`config.mk`:
```
export PLATFORM = sky130hd
export DESIGN_NAME = plte_match
export DESIGN_NICKNAME = d
export VERILOG_FILES = /design/src/sv/plte_pkg.sv /design/src/sv/plte_match.sv
export SDC_FILE = /design/constraint.sdc
export NUM_CORES = 1
export LEC_CHECK = 0
export BUFFER_PORTS_ARGS = -buffer_cell sky130_fd_sc_hd__buf_2
export CAP_MARGIN = 15
export CORE_UTILIZATION = 25
export DETAILED_ROUTE_END_ITERATION = 10
export PLACE_DENSITY = 0.85
export SLEW_MARGIN = 5
export SYNTH_ARGS = -nofsm -noshare
export SYNTH_HDL_FRONTEND = slang
export SYNTH_SLANG_ARGS = --single-unit
```
`constraint.sdc`:
```
create_clock -name vclk -period 1.7
set_clock_uncertainty 0.2 [all_clocks]
set_input_delay 0.255 -clock vclk [all_inputs]
set_output_delay 0.255 -clock vclk [all_outputs]
set_load 0.02 [all_outputs]
```
`src/sv/plte_pkg.sv`:
```
// package for the process table lifecycle engine
// types, codes and constants shared by every module of the block; no dependencies
`default_nettype none

package plte_pkg;

    localparam int TableSlots = 64;
    localparam int PidBits    = 16;

    localparam logic [31:0] KillStatus = 32'hFFFF_FFF7;
    localparam logic [16:0] CpidAny    = 17'h1_FFFF;
    localparam logic [15:0] FirstPid   = 16'd1;
    localparam logic [15:0] NextPidRst = 16'd2;

    typedef enum logic [1:0] {
        OP_FORK = 2'd0,
        OP_EXIT = 2'd1,
        OP_KILL = 2'd2,
        OP_WAIT = 2'd3
    } t_op;

    typedef enum logic [1:0] {
        MODE_RUN    = 2'd0,
        MODE_WAIT   = 2'd1,
        MODE_ZOMBIE = 2'd2,
        MODE_SPARE  = 2'd3
    } t_mode;

    typedef enum logic [2:0] {
        KIND_FORKED   = 3'd0,
        KIND_EXITED   = 3'd1,
        KIND_BLOCKED  = 3'd2,
        KIND_REAPED   = 3'd3,
        KIND_RELEASED = 3'd4,
        KIND_REJECTED = 3'd5
    } t_kind;

    typedef enum logic [2:0] {
        ST_INIT,
        ST_IDLE,
        ST_SCAN,
        ST_SCAN2,
        ST_DECIDE,
        ST_OUT
    } t_state;

    typedef struct packed {
        logic [PidBits-1:0] pid;
        logic [PidBits-1:0] parent;
        t_mode              mode;
        logic [31:0]        status;
        logic [16:0]        pending;
    } t_ent;

    typedef struct packed {
        logic pid_hit;
        logic c_hit;
        logic child;
        logic zchild;
        logic free;
    } t_hit;

    typedef struct packed {
        t_kind              kind;
        logic [PidBits-1:0] subj;
        logic [PidBits-1:0] rpid;
        logic [31:0]        rstat;
        logic               last;
    } t_res;

endpackage

`default_nettype wire

```
`src/sv/plte_match.sv`:
```
// shared compare unit: classifies one table entry against the current keys
// depends on plte_pkg for the entry and hit types
`default_nettype none

module plte_match (
    input  wire plte_pkg::t_ent                i_ent,
    input  wire logic                          i_used,
    input  wire logic [plte_pkg::PidBits-1:0]  i_key,
    input  wire logic [16:0]                   i_cpid,
    output plte_pkg::t_hit                     o_hit
);

    always_comb begin
        o_hit.pid_hit = i_used && (i_ent.pid == i_key);
        o_hit.c_hit   = i_used && !i_cpid[16] && (i_ent.pid == i_cpid[15:0]);
        o_hit.child   = i_used && (i_ent.parent == i_key);
        o_hit.zchild  = o_hit.child && (i_ent.mode == plte_pkg::MODE_ZOMBIE);
        o_hit.free    = !i_used;
    end

endmodule

`default_nettype wire

```
==> results.sh <==
export IMPL_synth_xor_area_share=0.739
export IMPL_initial_core_util=0.275
export IMPL_critPathLaunchType="input port"
export IMPL_fin_crit_ns=1.96
export IMPL_power_uw=284
export IMPL_syn_inst=70
export IMPL_stdcell_count=186
export IMPL_regArea_um2=0
export IMPL_maxCapViolCount=0
export IMPL_met2_usage=0.384
export IMPL_syn_avg_cell_area_um2=7.95
export IMPL_final_cell_mix="buf_2 (62), xor2_1 (41), buf_4 (14)"
export IMPL_antenna_cells=0
export IMPL_ir_worst_vdd_mv=0.118
export IMPL_status="finished with violations"
export IMPL_hold_path_end="o_hit[1]"
export IMPL_yosys_warnings=0
export IMPL_crit_cells=7
export IMPL_cp_common_cell="buf_4"
export IMPL_gr_usage_met1=0.184
export IMPL_die_w_um=49.2
export IMPL_max_freq_mhz=510
export IMPL_min_path_type="in2out"
export IMPL_rsz0062_at_grt="true"
export IMPL_die_area_mm2=0.00242
export IMPL_hp_start="i_ent[49]"
export IMPL_end_kind="primary output"
export IMPL_route_detailed_drc=0
export IMPL_fin_hold_ws_ns=0.607
export IMPL_finalNetCount=278
export IMPL_failed_checks="negative setup slack"
export IMPL_drt_vias_per_instance=4.52
export IMPL_overflow=0
export IMPL_setup_ws_ns=-0.259
export IMPL_synth_seq_area_share=0
export IMPL_layout_drive_gt1_share=0.667
export IMPL_crit_slowest_cell="nor4_2"
export IMPL_critical_path_arrival_ns=1.50
export IMPL_power_density_mw_per_mm2=222
export IMPL_worst_pin_slew_ns=0.490
export IMPL_hold_depth=3
export IMPL_groute_usage_overall=0.182
export IMPL_cellLeakagePower_nw=0.633
export IMPL_clkbuf_count=0
export IMPL_synth_distinct_cells=11
export IMPL_netlist_area_um2=557
export IMPL_grt_util_met3=0.0312
export IMPL_max_stage_delay_ns=0.32
export IMPL_grt_max_degree=3
export IMPL_synth_net_count=187
export IMPL_finalHoldViolations=0
export IMPL_gp_congestion=0.756
export IMPL_routed_wl_mm=2.29
export IMPL_first_iter_violations=1
export IMPL_synth_compound_area_share=0.0427
export IMPL_path_cells="buf_6, xor2_2, nor4_2, buf_4, nand3_4, nor4_4, buf_4"
export IMPL_mostFrequentLayoutCell="buf_2"
export IMPL_post_route_period_util=1.15
export IMPL_path_class="in2out"
export IMPL_critPathRequiredTime_ns=1.24
export IMPL_grt_busiest_layer="met2"
export IMPL_synth_largest_area_cell="xor2_1"
export IMPL_dp_final_hpwl_mm=1.87
export IMPL_crit_family="simple AND/OR/NAND/NOR gates"
export IMPL_wl_per_cell_um=12.3
export IMPL_vias=841
export IMPL_setup_viol=4
export IMPL_firstDrtPassIters=2
export IMPL_port_buffers=73
export IMPL_synthTopCellsByArea="xor2_1 (72%), nor4_1 (10%), nor3_1 (3.6%)"
export IMPL_grt_pass1_wl_mm=3.51
export IMPL_detail_route_antenna_nets=0
export IMPL_critPathBufInv=3
export IMPL_drv_slew=0
export IMPL_synthMuxAreaShare=0
export IMPL_syn_to_final_growth_pct=130
export IMPL_grt_pass1_vias=883
export IMPL_seq_cells=0
export IMPL_place_inst=185
export IMPL_antenna_found_initial=0
export IMPL_die_y_um=49.2
export IMPL_worstPathMaxFanout=2
export IMPL_relSlewSlack=0.673
export IMPL_synth_top_family_by_area="XOR/XNOR gates"
export IMPL_rows=16
export IMPL_synthSimpleGateAreaFrac=0.198
export IMPL_netlist_area_leader_share=0.724
export IMPL_design_core_area_mm2=0.00202
export IMPL_pin_count=122
export IMPL_synth_adder_area_share=0
## how the worst max path moves through the flow
stage,startpoint,end
after global routing,i_ent[63],o_hit[1]
after detailed placement,i_key[7],o_hit[1]
after global placement,i_key[7],o_hit[1]
after floorplan,i_key[1],o_hit[1]
after CTS,i_key[12],o_hit[1]
final,i_ent[63],o_hit[1]
## final cells by class
| type | count | area, um^2 |
|---|---|---|
| inverters | 3 | 11.3 |
| well taps | 27 | 33.8 |
| repair buffers | 89 | 562 |
| fillers | 194 | 742 |
| multi-input cells | 67 | 673 |
## cell families after synthesis
family          Yosys count
compound gates            2
xor+xnor                 47
buf+inv                   3
simple gates             18
## power by group
group	switching, mW	internal, mW
Sequential	0	0
Clock	0	0
Combinational	0.130	0.154
Total	0.130	0.154
## layer usage
metal | share of wire | vias to the layer above
met5 | 0 | -
met4 | 0.0079 | 0
met3 | 0.092 | 2
met2 | 0.52 | 53
met1 | 0.38 | 367
li1 | - | 419
## synth_stat cells (all sizes together)
library cell	n
xnor2	1
nand4	2
a2111oi	1
nand3	1
nor3	4
nor4	10
nor2	1
xor2	46
inv	3
o2111ai	1
## per-stage QoR
| stage | setup TNS [ns] | setup slack, ns | cell area, um^2 | util |
|---|---|---|---|---|
| final | -0.684 | -0.259 | 1280 | 0.633 |
| after global routing | -0.944 | -0.325 | 1280 | 0.633 |
| after CTS | -0.720 | -0.251 | 1200 | 0.596 |
| after detailed placement | -0.950 | -0.363 | 1090 | 0.538 |
| after global placement | -0.944 | -0.349 | 1090 | 0.538 |
| after floorplan | -0.0110 | -0.0110 | 577 | - |
## repair_timing
item,CTS,global route
pin swaps,7,10
hold buffers,0,0
gates resized for setup,20,13
endpoints found under the setup margin,4,4
setup buffers,1,0
Note: power is estimated with default switching activity, not from simulation.
